===== src/design/bdarc_pkg.sv =====
package bdarc_pkg;

    // Default parameter values
    localparam int PRESS_SETTLE_TICKS_DEF   = 15;
    localparam int RELEASE_SETTLE_TICKS_DEF = 20;
    localparam int REPEAT_TICKS_DEF         = 30;
    localparam int VALUE_BITS_DEF           = 8;

    // Fixed field widths
    localparam int CNT_W   = 5;
    localparam int BTN_W   = 4;
    localparam int RANGE_W = 8;
    localparam int DISP_W  = 8;

    // Register reset values
    localparam logic [RANGE_W-1:0] RANGE_MIN_RST = 8'd0;
    localparam logic [RANGE_W-1:0] RANGE_MAX_RST = 8'd16;

    // Configuration register indexes
    typedef enum logic [0:0] {
        REG_RANGE_MIN = 1'b0,
        REG_RANGE_MAX = 1'b1
    } reg_idx_t;

    // Input word kinds
    typedef enum logic [1:0] {
        KIND_PRESS = 2'd0,
        KIND_TICK  = 2'd1,
        KIND_WRITE = 2'd2,
        KIND_CLEAR = 2'd3
    } kind_t;

    // Button action codes
    localparam logic [BTN_W-1:0] CODE_INC  = 4'd4;
    localparam logic [BTN_W-1:0] CODE_NEXT = 4'd8;

    // Debounce phases
    typedef enum logic [1:0] {
        PH_IDLE    = 2'd0,
        PH_PRESS   = 2'd1,
        PH_HELD    = 2'd2,
        PH_RELEASE = 2'd3
    } phase_t;

endpackage


===== src/design/button_debounce_auto_repeat_counter.sv =====
// The result word is registered: it is presented in the cycle after its input word is accepted.
// Throughput: one word per cycle while out_ready is high; a new word can be taken in the cycle
// the previous result is drained, so in_ready only drops while a result waits on a stall.
// All work is one pass of compare-and-count logic between the state and result registers.
// Reset (rst_n low, asynchronous): phase idle, counters, offset and next flag cleared,
// range_min = 0, range_max = 16, no result pending.
module button_debounce_auto_repeat_counter
    import bdarc_pkg::*;
#(
    parameter int PRESS_SETTLE_TICKS   = PRESS_SETTLE_TICKS_DEF,
    parameter int RELEASE_SETTLE_TICKS = RELEASE_SETTLE_TICKS_DEF,
    parameter int REPEAT_TICKS         = REPEAT_TICKS_DEF,
    parameter int VALUE_BITS           = VALUE_BITS_DEF
)
(
    input  logic               clk,
    input  logic               rst_n,

    input  logic               cfg_write,
    input  logic [0:0]         cfg_index,
    input  logic [RANGE_W-1:0] cfg_data,

    input  logic               in_valid,
    output logic               in_ready,
    input  logic [1:0]         kind,
    input  logic [BTN_W-1:0]   pending_buttons,
    input  logic               buttons_released,
    input  logic [7:0]         set_value,

    output logic               out_valid,
    input  logic               out_ready,
    output logic [DISP_W-1:0]  display_value,
    output logic               display_update,
    output logic               next_flag,
    output logic               buttons_armed
);

    localparam int WB = (VALUE_BITS > RANGE_W) ? VALUE_BITS : RANGE_W;
    localparam logic [CNT_W-1:0] PRESS_LIM   = CNT_W'(PRESS_SETTLE_TICKS);
    localparam logic [CNT_W-1:0] RELEASE_LIM = CNT_W'(RELEASE_SETTLE_TICKS);
    localparam logic [CNT_W-1:0] REPEAT_LIM  = CNT_W'(REPEAT_TICKS);
    localparam logic [DISP_W-1:0] DISP_MASK  =
        (VALUE_BITS >= DISP_W) ? {DISP_W{1'b1}} : DISP_W'((1 << VALUE_BITS) - 1);

    logic [RANGE_W-1:0]    range_min_reg;
    logic [RANGE_W-1:0]    range_max_reg;
    phase_t                phase_reg, phase_next;
    logic [CNT_W-1:0]      settle_count_reg, settle_count_next;
    logic [CNT_W-1:0]      repeat_count_reg, repeat_count_next;
    logic [BTN_W-1:0]      latched_buttons_reg, latched_buttons_next;
    logic [VALUE_BITS-1:0] value_offset_reg, value_offset_next;
    logic                  next_pending_reg, next_pending_next;
    logic                  out_valid_reg, out_valid_next;
    logic [DISP_W-1:0]     display_value_reg, display_value_next;
    logic                  display_update_reg, display_update_next;
    logic                  buttons_armed_reg;

    logic                  in_fire;
    logic                  press_take;
    logic                  repeat_take;
    logic                  action_take;
    logic [BTN_W-1:0]      action_code;
    logic [CNT_W-1:0]      repeat_inc;
    logic [RANGE_W-1:0]    span_top;
    logic                  inc_wrap;
    logic [RANGE_W-1:0]    write_hi;
    logic [RANGE_W-1:0]    write_lo_sat;
    logic [RANGE_W-1:0]    write_sat;
    logic [WB-1:0]         write_diff;
    logic [WB-1:0]         disp_sum;

    // Handshake: accept while the result register is empty or being drained
    assign in_ready = !out_valid_reg || out_ready;
    assign in_fire  = in_valid && in_ready;

    // Decide which words run a button action
    assign repeat_inc  = repeat_count_reg + CNT_W'(1);
    assign press_take  = in_fire && (kind == KIND_PRESS) && (phase_reg == PH_IDLE);
    assign repeat_take = in_fire && (kind == KIND_TICK) && (phase_reg == PH_HELD)
                         && !buttons_released && (repeat_inc == REPEAT_LIM);
    assign action_take = press_take || repeat_take;
    assign action_code = press_take ? pending_buttons : latched_buttons_reg;

    // Increment wraps past the span; an inverted range counts as empty
    assign span_top = (range_max_reg >= range_min_reg) ? (range_max_reg - range_min_reg)
                                                        : '0;
    assign inc_wrap = WB'(value_offset_reg) >= WB'(span_top);

    // Saturate a written value into the range
    assign write_hi     = (range_max_reg >= range_min_reg) ? range_max_reg : range_min_reg;
    assign write_lo_sat = (set_value < range_min_reg) ? range_min_reg : set_value;
    assign write_sat    = (write_lo_sat > write_hi) ? write_hi : write_lo_sat;
    assign write_diff   = WB'(write_sat - range_min_reg);

    // Next phase and counters
    always_comb
    begin
        phase_next           = phase_reg;
        settle_count_next    = settle_count_reg;
        repeat_count_next    = repeat_count_reg;
        latched_buttons_next = latched_buttons_reg;
        if (press_take)
        begin
            latched_buttons_next = pending_buttons;
            settle_count_next    = '0;
            phase_next           = PH_PRESS;
        end
        else if (in_fire && (kind == KIND_TICK))
        begin
            unique case (phase_reg)
                PH_PRESS:
                begin
                    if (settle_count_reg == PRESS_LIM)
                    begin
                        phase_next        = PH_HELD;
                        repeat_count_next = '0;
                    end
                    else
                    begin
                        settle_count_next = settle_count_reg + CNT_W'(1);
                    end
                end
                PH_HELD:
                begin
                    if (!buttons_released)
                    begin
                        repeat_count_next = (repeat_inc == REPEAT_LIM) ? '0 : repeat_inc;
                    end
                    else
                    begin
                        settle_count_next = '0;
                        phase_next        = PH_RELEASE;
                    end
                end
                PH_RELEASE:
                begin
                    if (settle_count_reg == RELEASE_LIM)
                        phase_next = PH_IDLE;
                    else
                        settle_count_next = settle_count_reg + CNT_W'(1);
                end
                default:
                begin
                    phase_next = phase_reg;
                end
            endcase
        end
    end

    // Value offset, next flag and result word
    always_comb
    begin
        value_offset_next   = value_offset_reg;
        next_pending_next   = next_pending_reg;
        display_update_next = 1'b0;
        if (action_take && (action_code == CODE_INC))
        begin
            value_offset_next   = inc_wrap ? '0 : value_offset_reg + VALUE_BITS'(1);
            display_update_next = 1'b1;
        end
        else if (action_take && (action_code == CODE_NEXT))
        begin
            next_pending_next = 1'b1;
        end
        if (in_fire)
        begin
            case (kind)
                KIND_WRITE:
                begin
                    value_offset_next   = write_diff[VALUE_BITS-1:0];
                    display_update_next = 1'b1;
                end
                KIND_CLEAR:
                begin
                    next_pending_next = 1'b0;
                end
                default:
                begin
                    next_pending_next = next_pending_next;
                end
            endcase
        end
        disp_sum           = WB'(value_offset_next) + WB'(range_min_reg);
        display_value_next = disp_sum[DISP_W-1:0] & DISP_MASK;
        out_valid_next     = in_fire || (out_valid_reg && !out_ready);
    end

    // Configuration registers
    always_ff @(posedge clk or negedge rst_n)
    begin
        if (!rst_n)
        begin
            range_min_reg <= RANGE_MIN_RST;
            range_max_reg <= RANGE_MAX_RST;
        end
        else if (cfg_write)
        begin
            if (cfg_index == REG_RANGE_MIN)
                range_min_reg <= cfg_data;
            else
                range_max_reg <= cfg_data;
        end
    end

    // Control state
    always_ff @(posedge clk or negedge rst_n)
    begin
        if (!rst_n)
        begin
            phase_reg           <= PH_IDLE;
            settle_count_reg    <= '0;
            repeat_count_reg    <= '0;
            latched_buttons_reg <= '0;
            value_offset_reg    <= '0;
            next_pending_reg    <= 1'b0;
            out_valid_reg       <= 1'b0;
        end
        else
        begin
            phase_reg           <= phase_next;
            settle_count_reg    <= settle_count_next;
            repeat_count_reg    <= repeat_count_next;
            latched_buttons_reg <= latched_buttons_next;
            value_offset_reg    <= value_offset_next;
            next_pending_reg    <= next_pending_next;
            out_valid_reg       <= out_valid_next;
        end
    end

    // Result word payload
    always_ff @(posedge clk)
    begin
        if (in_fire)
        begin
            display_value_reg  <= display_value_next;
            display_update_reg <= display_update_next;
            buttons_armed_reg  <= (phase_next == PH_IDLE);
        end
    end

    assign out_valid      = out_valid_reg;
    assign display_value  = display_value_reg;
    assign display_update = display_update_reg;
    assign next_flag      = next_pending_reg;
    assign buttons_armed  = buttons_armed_reg;

    // Checks
    a_fire_gives_result: assert property (@(posedge clk) disable iff (!rst_n)
        in_fire |=> out_valid_reg)
        else $error("accepted word produced no result");

    a_armed_tracks_phase: assert property (@(posedge clk) disable iff (!rst_n)
        out_valid_reg |-> (buttons_armed_reg == (phase_reg == PH_IDLE)))
        else $error("armed flag disagrees with phase");

    a_press_settle_bound: assert property (@(posedge clk) disable iff (!rst_n)
        (phase_reg == PH_PRESS) |-> (settle_count_reg <= PRESS_LIM))
        else $error("press settle count overran");

    a_repeat_bound: assert property (@(posedge clk) disable iff (!rst_n)
        (phase_reg == PH_HELD) |-> (repeat_count_reg < REPEAT_LIM))
        else $error("repeat count overran");

endmodule


===== config.mk =====
export PLATFORM = sky130hd
export DESIGN_NAME = button_debounce_auto_repeat_counter
export DESIGN_NICKNAME = d
export VERILOG_FILES = /design/src/design/bdarc_pkg.sv /design/src/design/button_debounce_auto_repeat_counter.sv
export SDC_FILE = /design/constraint.sdc
export NUM_CORES = 1
export LEC_CHECK = 0
export BUFFER_PORTS_ARGS = -buffer_cell sky130_fd_sc_hd__buf_2
export CAP_MARGIN = 40
export CELL_PAD_IN_SITES_DETAIL_PLACEMENT = 0
export CELL_PAD_IN_SITES_GLOBAL_PLACEMENT = 1
export CORE_ASPECT_RATIO = 1.4
export CORE_MARGIN = 1
export CORE_UTILIZATION = 42
export DETAILED_ROUTE_END_ITERATION = 16
export GPL_TIMING_DRIVEN = 0
export HOLD_SLACK_MARGIN = 0.08
export PLACE_DENSITY = 0.79
export SETUP_SLACK_MARGIN = 0.1
export SYNTH_ARGS = -nofsm -noshare
export SYNTH_HDL_FRONTEND = slang
export SYNTH_SLANG_ARGS = --single-unit
export TNS_END_PERCENT = 50

===== constraint.sdc =====
create_clock -name clk -period 5.51 [get_ports clk]
set_input_delay 0.551 -clock clk [delete_from_list [all_inputs] [get_ports clk]]
set_output_delay 0.551 -clock clk [all_outputs]
set_load 0.02 [all_outputs]

==> flow_results.org, run 1 <==
** Run status
- The flow ran to the end, but the final reports show violations.
- The final reports fail on setup timing.

** CTS
- CTS sink count :: 52
- Buffer type at the clock tree root :: clkbuf_16
- At the later pin of the worst-skew pair, clock insertion delay measures 0.30 ns.
- After clock tree synthesis, the flow added hold-fix buffers numbering 0.
- Clock-pin slew of the registers on the worst-case setup and hold paths :: ~0.07 ns
- H-tree depth :: 2
- Clock tree synthesis inserted a total of 5 buffers.
- The longest clock path from root to sink contains 2 buffers.
- CTS tree :: yes

** Layout
- Diode count :: 0
- Post-synthesis to final-layout area growth :: 25.6%
- The layout has between 800 and 900 filler cells.
- Layout cells sized above 1 :: 0.317
- Leaving out fill and tap cells, the most frequent cell in the layout is ha_1.
- Final nets :: 615
- After the flow finishes, the layout carries non-filler instances totaling 665.
- Most frequent cells in the layout :: 48 x ha_1, 42 x buf_2, 39 x dfrtp_1, 36 x nand2_1, 35 x o21ai_0

** Power and ir drop
- Of the total power, combinational logic draws 0.623.
- Power density over cell area :: 473 mW/mm²
- The internal portion of the total power is approximately 1.4 mW.
- Clock network fraction of design power :: 0.129
- Share of total power consumed by net switching :: 0.418
- The analysis attributes to net switching a power of 1.03 mW.
- In this run the static leakage power is 2.28 nW.
- After layout, the design draws a total of 2.45 mW.
- The share of total power dissipated in sequential elements is 0.248.
- VDD sags by at most 0.201 mV.

** Critical path
- Family of cells with the greatest summed delay on the critical path :: compound AO/OA/AOI/OAI gates
- Kind of critical path :: reg2reg
- The worst setup path is captured at a flop.
- In this run the worst path has a maximum fanout of 6.
- Crit path largest cell delay :: 0.37 ns
- Among the stages of the critical path, the cell type that occurs most often is ha_1.
- Required time at the worst-slack endpoint :: roughly 5.6 ns
- Crit path buffers/inverters :: 3
- Max stage delay cell, worst path :: dfrtp_1
- Data arrival time of the critical path :: about 5.8 ns
- Nature of the critical path startpoint :: flop

** Place
- Hpwl dp :: 7.72 mm
- Minimum setup slack after placement :: -0.918 ns
- The count of buffers added on input and output ports is 41.
- Routability-driven placement finished with a final weighted congestion of 0.840.
- Number of instances in the placed design :: 623

** STA
- Of the available clock period, the critical path in the final layout requires 1.04.
- Shortest period the worst path allows :: 5.73 ns
- Setup total negative slack on the finished layout was measured at -0.293 ns.
- The final max-slew violation count was 0.
- The final hold violation count is 0.
- For the final database, setup skew stands at 0.00597 ns.
- Slew Limit Headroom :: 0.562
- In the post-route analysis, the smallest setup slack over all paths is -0.220 ns.
- For the pin with the worst max-slew slack, the measured transition is 0.655 ns.
- Setup violations remaining at the end of the flow were counted as 3.
- RSZ-0062 raised after global routing :: yes
- Derived from the worst setup path, the maximum achievable clock frequency is 0.175 GHz.

** Yosys
- For this run, the register share of the synthesized area comes to 0.328.
- When the netlist entered floorplanning its net count stood at 532.
- In the synthesized netlist the dominant register cell turns out to be dfrtp_1.
- Counting flops with an async set or reset pin after synthesis yields a share of 0.808.
- Number of synthesized flops with an enable pin :: 10
- Synthesis produced 449 cells.
- In this run, synthesis produced a sequential element count of 52.
- The Yosys step of the flow raised 0 warnings.
- Number of distinct library cell variants in the gate-level netlist after synthesis :: 59
- Summing every instance area after synthesis gives 0.00413 mm².
- Synthesized area per cell :: 9.20 µm²

** Global routing
- Vias in the first global route :: 3671
- GR met1 Demand/Resource :: 0.221
- Maximum number of pins on one net before global-route repair :: 24
- For this run, the total global-route usage over all layers was measured as 0.214.
- GRT met2 Usage :: 0.425
- Residual overflow from global routing :: 0
- Routing usage on met3 :: 0.0263
- Initial antenna violation count :: 0
- The first global-routing pass estimated 17.1 mm of wire.
- After global routing, the most crowded layer is met2.

** Route
- The routed layout has around 3500 vias.
- In the routed design, unresolved DRC markers number 0.
- The first detailed-routing pass took 4 iterations.
- In the final routed layout, each cell accounts on average for 15.4 µm.
- In the routed layout, each cell is associated on average with a via count of approximately 5.3.
- The detail route stage leaves a number of antenna-violating nets equal to 0.
- Wires add up to 10.3 mm.
- The detailed router finished its first iteration with approximately 130 violations.

** Floorplanning
- Num rows :: 42
- Pin placement for this block handled 42 I/O pins.
- In this run the vertical extent of the chip is 119 µm.
- Total die area :: ~0.010 mm²
- The total area inside the core boundary comes to 0.00951 mm².
- The initial utilization of the core area, before any placement, comes to 0.434.
- Width of the die :: around 86 µm

** Flow run
- Max Cap Viol :: 0

** Min path
- Worst min-delay path class :: in2async
-- stage by stage --
stage                     cell area, µm²   util  hold slack [ns]
after floorplan                     4150      -            0.255
after global routing                5190  0.545            0.239
final                               5190  0.545            0.214
after CTS                           5070  0.533            0.227
after detailed placement            4540  0.477            0.492
after global placement              4520  0.475            0.479
-- per-layer routing --
layer | vias up | part of all wire
li1 | 1775 | -
met1 | 1695 | 0.39
met2 | 52 | 0.56
met3 | 18 | 0.017
met4 | 0 | 0.031
met5 | - | 0
-- synth_stat cells (3+ instances only) --
cell | instances | share of area
a31oi_1 | 3 | 0.0045
nand3_1 | 5 | 0.0061
edfxtp_1 | 10 | 0.073
nand2_1 | 39 | 0.035
or3_1 | 5 | 0.0076
xnor2_1 | 16 | 0.034
a21o_1 | 8 | 0.015
o21bai_1 | 3 | 0.0055
nand4_1 | 6 | 0.0091
clkbuf_1 | 5 | 0.0045
a21oi_1 | 34 | 0.041
xor2_1 | 5 | 0.011
nor2_1 | 34 | 0.031
o21ai_0 | 40 | 0.048
inv_1 | 27 | 0.025
ha_1 | 51 | 0.15
nor3_1 | 4 | 0.0048
nand3b_1 | 4 | 0.0073
mux2_2 | 19 | 0.052
nor2b_1 | 14 | 0.021
and2_1 | 4 | 0.0061
and3_1 | 6 | 0.0091
dfrtp_1 | 41 | 0.25
o22ai_1 | 3 | 0.0045
and4_1 | 3 | 0.0064
nand2b_1 | 12 | 0.018
mux2i_1 | 5 | 0.012
fa_1 | 3 | 0.015
-- repair_timing --
item	CTS	global route
pin swaps	23	18
setup buffers	28	5
cloned	1	0
setup endpoints to repair	5	6
resized for setup	43	26
-- logic make-up (layout without fill, tap and decap cells) --
family,after synthesis,count (layout),share of synthesized area
DFF,52,52,0.328
and+or+nand+nor,145,145,0.182
adders and majority gates,54,54,0.169
AOI/OAI and AO/OA,115,115,0.167
buffers and inverters,36,120,0.0367
xor gates and xnor gates,22,22,0.0485
muxes,25,25,0.0694
-- worst paths after layout --
| kind | from | endpoint | slack, ns | depth (start not counted) |
|---|---|---|---|---|
| setup / recovery | range_min_reg[4] | display_value[7] | -0.22 | 27 |
| hold / removal | rst_n | repeat_count_reg[2] | 0.21 | 1 |
| setup reg to reg | range_min_reg[4] | display_value[7] | -0.22 | 27 |
| hold reg to reg | next_flag | next_flag | 0.50 | 2 |
| max in group asynchronous | rst_n | range_max_reg[4] | 4.71 | 2 |
| min in group clk | in_valid | out_valid | 0.47 | 2 |
-- power by group through the flow --
stage                     Sequential (mW)  Combinational, mW  Clock, mW
after floorplan                     0.629              0.904          0
after detailed placement            0.617               1.21          0
after global routing                0.620               1.70      0.340
after CTS                           0.607               1.44      0.329
final                               0.608               1.53      0.317
after global placement              0.610               1.18          0
-- area by class of cell --
| class | instances | area [µm²] | area share |
|---|---|---|---|
| clock buffer | 6 | 129 | 0.0248 |
| inverter | 27 | 104 | 0.0200 |
| clock inverter | 2 | 16.3 | 0.00314 |
| sequential | 52 | 1360 | 0.261 |
| tap | 132 | 165 | 0.0318 |
| timing repair buffer | 76 | 488 | 0.0941 |
| buffer | 9 | 76.3 | 0.0147 |
| multi-input combinational | 361 | 2850 | 0.550 |
Note: power is estimated with default switching activity, not from simulation.
==> run 2, diff against run 1 <==
Settings changed: ABC_AREA set to 1, CORE_MARGIN 1 to 2, CORE_UTILIZATION 42 to 40, CTS_CLUSTER_DIAMETER set to 60.
==> run 2 against run 1 <==
- the run still ends with setup timing left
- synthesized cell count increased by 28%
- global-route usage decreased by 0.85 points
- first-iteration DRC count increased by 87%
- worst hold slack got worse by 0.10 ns
- wire length increased by 16%
- clock power about the same
- cell area increased by 7.4%
- fmax increased by 4.0%
- cell count increased by 21%
- critical endpoint unchanged
- largest power group unchanged
==> flow_results.org, run 2 <==
** Floorplanning
- The number of rows created at floorplan came to 44 (+4.8%).
- The height of the chip is 126 µm (+5.4%).
- The core region area is 0.0103 mm² (+8.8%).
- The overall die area came to 0.0114 mm² (+12%).
- Width of the die :: 91.0 µm (+6.1%)
- Effective utilization at floorplan :: 0.409 (-0.0246)
- Boundary Pins :: 42 (unchanged)

** Route
- Final routed wire length divided by cell count :: 14.8 µm (-3.9%)
- The post-route antenna net violation count came to 0 (unchanged).
- DR iter-0 viols :: 237 (+87%)
- Post-route DRC :: 0 (unchanged)
- The via total after detailed routing is 4143 (+17%).
- Detailed Route WL :: 11.9 mm (+16%)
- Detailed-router iteration count before antenna repair :: 4 (unchanged)
- The detailed-route vias per instance was 5.15 (-3.2%).

** Power and ir drop
- The internal power contribution is 1.45 mW (+1.7%).
- Share of total power consumed by net switching :: 0.458 (+0.0398)
- The relative contribution of the clock network to total power is 0.118 (-0.011).
- The leakage dissipation was 2.73 nW (+20%).
- The power per unit of standard cell area is 481 mW/mm² (+1.7%).
- Largest voltage drop on the vdd net :: 0.247 mV (+23%)
- Share of power burned in combinational logic :: 0.644 (+0.021)
- Sequential share of power :: 0.238 (-0.010)
- Net load switching power :: 1.23 mW (+20%)
- Final total power :: 2.68 mW (+9.2%)

** Yosys
- The number of enable flip-flop cells after synthesis was 10 (unchanged).
- The part of the Yosys area used for sequential elements was 0.319 (-0.00841).
- FF+latch count, synth :: 52 (unchanged)
- Among all flip-flop cells after synthesis, the most frequent one is dfrtp_1.
- Synth top area share :: 0.242 (-0.00638)
- By area the synthesized netlist is led by dfrtp_1 24%, ha_1 15%, nand2_1 13%, edfxtp_1 7.1%, inv_1 6.5%.
- The netlist area before placement was 0.00424 mm² (+2.6%).
- Synth area leader :: dfrtp_1
- Synthesized area per cell :: 7.40 µm² (-20%)
- Count of warnings emitted by yosys :: 0 (unchanged)
- The number of cells produced by synthesis was 573 (+28%).
- By count the netlist is led by 152 x nand2_1, 73 x inv_1, 53 x o21ai_0.
- The most common cell in the synthesized netlist is nand2_1.
- Number of distinct library cell variants in the gate-level netlist after synthesis :: 43 (-27%)
- Post-synthesis net count :: 656 (+23%)
- Synth async-reset ratio :: 0.808 (unchanged)

** Global routing
- The first-pass GRT wire length was 18.7 mm (+9.5%).
- Global routing usage summed across all routing layers :: 0.206 (-0.00851)
- The number of antenna violations at the first check in global routing was 0 (unchanged).
- Residual overflow from global routing :: 0 (unchanged)
- The global routing met3 resource utilization was 0.0209 (-0.00540).
- The number of global-route vias before repair came to 3987 (+8.6%).
- Maximum number of pins on one net before global-route repair :: 36 (+50%)
- The met2 routing resource usage after global routing was 0.381 (-0.0432).
- Peak-usage layer in the global routing report :: met2
- The met1 track demand over resource was 0.232 (+0.0109).

** Min path
- The path class of the tightest hold or removal check is in2async.

** Run status
- The checks that failed: setup timing.
- Result of the run :: complete, but fails checks

** Place
- Count of port buffers added during placement :: 41 (unchanged)
- Final GP Congestion :: 0.855 (+1.8%)
- The area of placed instances was 0.00465 mm² (+2.4%).
- The total instance count after detailed placement is 753 (+21%).
- The post-placement worst setup slack is -1.09 ns (-0.173 ns).
- The detailed placement HPWL was 8.75 mm (+13%).

** Layout
- The utilization after layout is 0.538 (-0.00729).
- The count of antenna diodes in the layout came to 0 (unchanged).
- The final non-filler cell area was 0.00557 mm² (+7.4%).
- In the layout the commonest cells are 136 x nand2_1, 61 x inv_1, 41 x buf_2, 39 x buf_4, 38 x o21ai_0.
- The layout filler cell count was 1017 (+16%).
- Layout cells sized above 1 :: 0.293 (-0.0243)
- Post-synthesis to final-layout area growth :: 31.4%
- Leaving out fill and tap cells, the most frequent cell in the layout is nand2_1.
- The post-layout net count came to 748 (+22%).
- The final non-filler cell total came to 804 (+21%).

** CTS
- The depth of the CTS H-tree is 2 (unchanged).
- The clock latency reported for the late side of the worst-skew pair was 0.29 ns (about the same).
- Clock buffer depth :: 2 (unchanged)
- The CTS buffer count was 5 (unchanged).
- CTS sink count :: 52 (unchanged)
- CTS tree :: yes
- The clock-pin slew of the registers on the worst-case setup and hold paths came to 0.07 ns (about the same).
- Buffer type at the clock tree root :: clkbuf_16

** Critical path
- Start point of the critical path :: range_min_reg[7]
- Max stage delay cell, worst path :: dfrtp_2
- Data arrival time of the critical path :: 5.56 ns (-0.22 ns)
- The critical path data required time was 5.56 ns (about the same).
- Critical path fanouts, max :: 6 (unchanged)
- Origin of the critical flop-to-flop path :: range_min_reg[7]
- The worst setup path is launched from a flop.
- Among the stages of the critical path, the cell type that occurs most often is nand2_2.
- The setup path with the least slack is of type reg2reg.
- The delay contributed by the slowest stage of the critical path came to 0.41 ns (+0.04 ns).
- Worst Setup End Kind :: flop

** Flow run
- The count of max-cap constraint violations was 0 (unchanged).

** STA
- Worst clock skew on the final layout :: 0.00803 ns (+0.00206 ns)
- Post-route setup TNS :: -0.00185 ns (+0.291 ns)
- The relative max-transition margin was 0.616 (+0.0544).
- Shortest period the worst path allows :: 5.51 ns (-0.218 ns)
- Final slew viol count :: 0 (unchanged)
- RSZ-0062 raised after global routing :: yes
- Worst hold slack after final layout :: 0.112 ns (-0.103 ns)
- The transition time at the pin with the least slew margin was 0.574 ns (-0.0805 ns).
- The final hold violation count came to 0 (unchanged).
- Number of setup violations in the final report :: 1 (-2)
- Maximum clock frequency :: 0.181 GHz (+4.0%)
- The final period utilization was 1.00 (-0.0396).
- The post-route worst setup slack was -0.00185 ns (+0.218 ns).
-- run 2: changes by cell type after synthesis, sizes merged, moves of 4 or more --
cell and change:
nand2b -12, a21o -7, mux2 -19, inv +55, nand2 +118, xnor2 -11
and3 -6, nor2b -14, nand3 +30, o21ai +22, or3 -5, and2 -4
mux2i -6
-- run 2: cell type report --
class	count	area [µm²]	share of cell area
repair buffers	85	563	0.101
clock buffers	6	139	0.0249
flip-flops and latches	52	1360	0.244
multi-input cells	432	2930	0.527
well taps	138	173	0.0310
clock inverters	2	10.0	0.00180
plain buffers	6	58.8	0.0106
inverters	83	333	0.0598
-- run 2: worst max-delay path, delay by kind of cell, from the launching register on --
family          cells  cell delay (ns)
simple gates       19             1.36
fa+ha+maj           5             1.32
compound gates      9             0.97
flops               1             0.41
xor+xnor            1             0.24
buf+inv            10             0.95
-- run 2: kinds of logic (layout without fill, tap and decap cells) --
| family | Yosys count | count (layout) | synth area share |
|---|---|---|---|
| buffers and inverters | 89 | 182 | 0.0821 |
| XOR/XNOR | 14 | 14 | 0.0289 |
| AO/OA/AOI/OAI | 116 | 116 | 0.151 |
| AND/OR/NAND/NOR | 248 | 248 | 0.254 |
| adder cells (fa/ha/maj) | 54 | 54 | 0.165 |
| flip-flops | 52 | 52 | 0.319 |
-- run 2: power groups by stage --
stage	clock, mW	sequential [mW]	combinational (mW)
after floorplan	0	0.645	0.953
after global placement	0	0.640	1.27
after detailed placement	0	0.642	1.29
after CTS	0.320	0.636	1.52
after global routing	0.337	0.654	1.94
final	0.316	0.637	1.72
-- run 2: layer usage --
layer,up-vias,wire [µm]
li1,2088,-
met1,1951,4700
met2,75,6450
met5,-,0
met4,0,481
met3,29,301
-- run 2: final timing paths --
kind	slack (ns)	cells after the start	to
setup / recovery	-0.002	44	display_value[7]
hold / removal	0.11	1	value_offset_reg[7]
setup reg to reg	-0.002	44	display_value[7]
hold reg to reg	0.50	2	latched_buttons_reg[0]
max in group asynchronous	4.88	2	range_max_reg[4]
min in group clk	0.47	2	next_flag
-- run 2: what timing repair did --
| item | CTS | global route |
|---|---|---|
| setup endpoints to repair | 5 | 3 |
| buffers inserted | 34 | 9 |
| hold buffers | 0 | 0 |
| pin swaps | 36 | 35 |
| gates resized for setup | 77 | 42 |
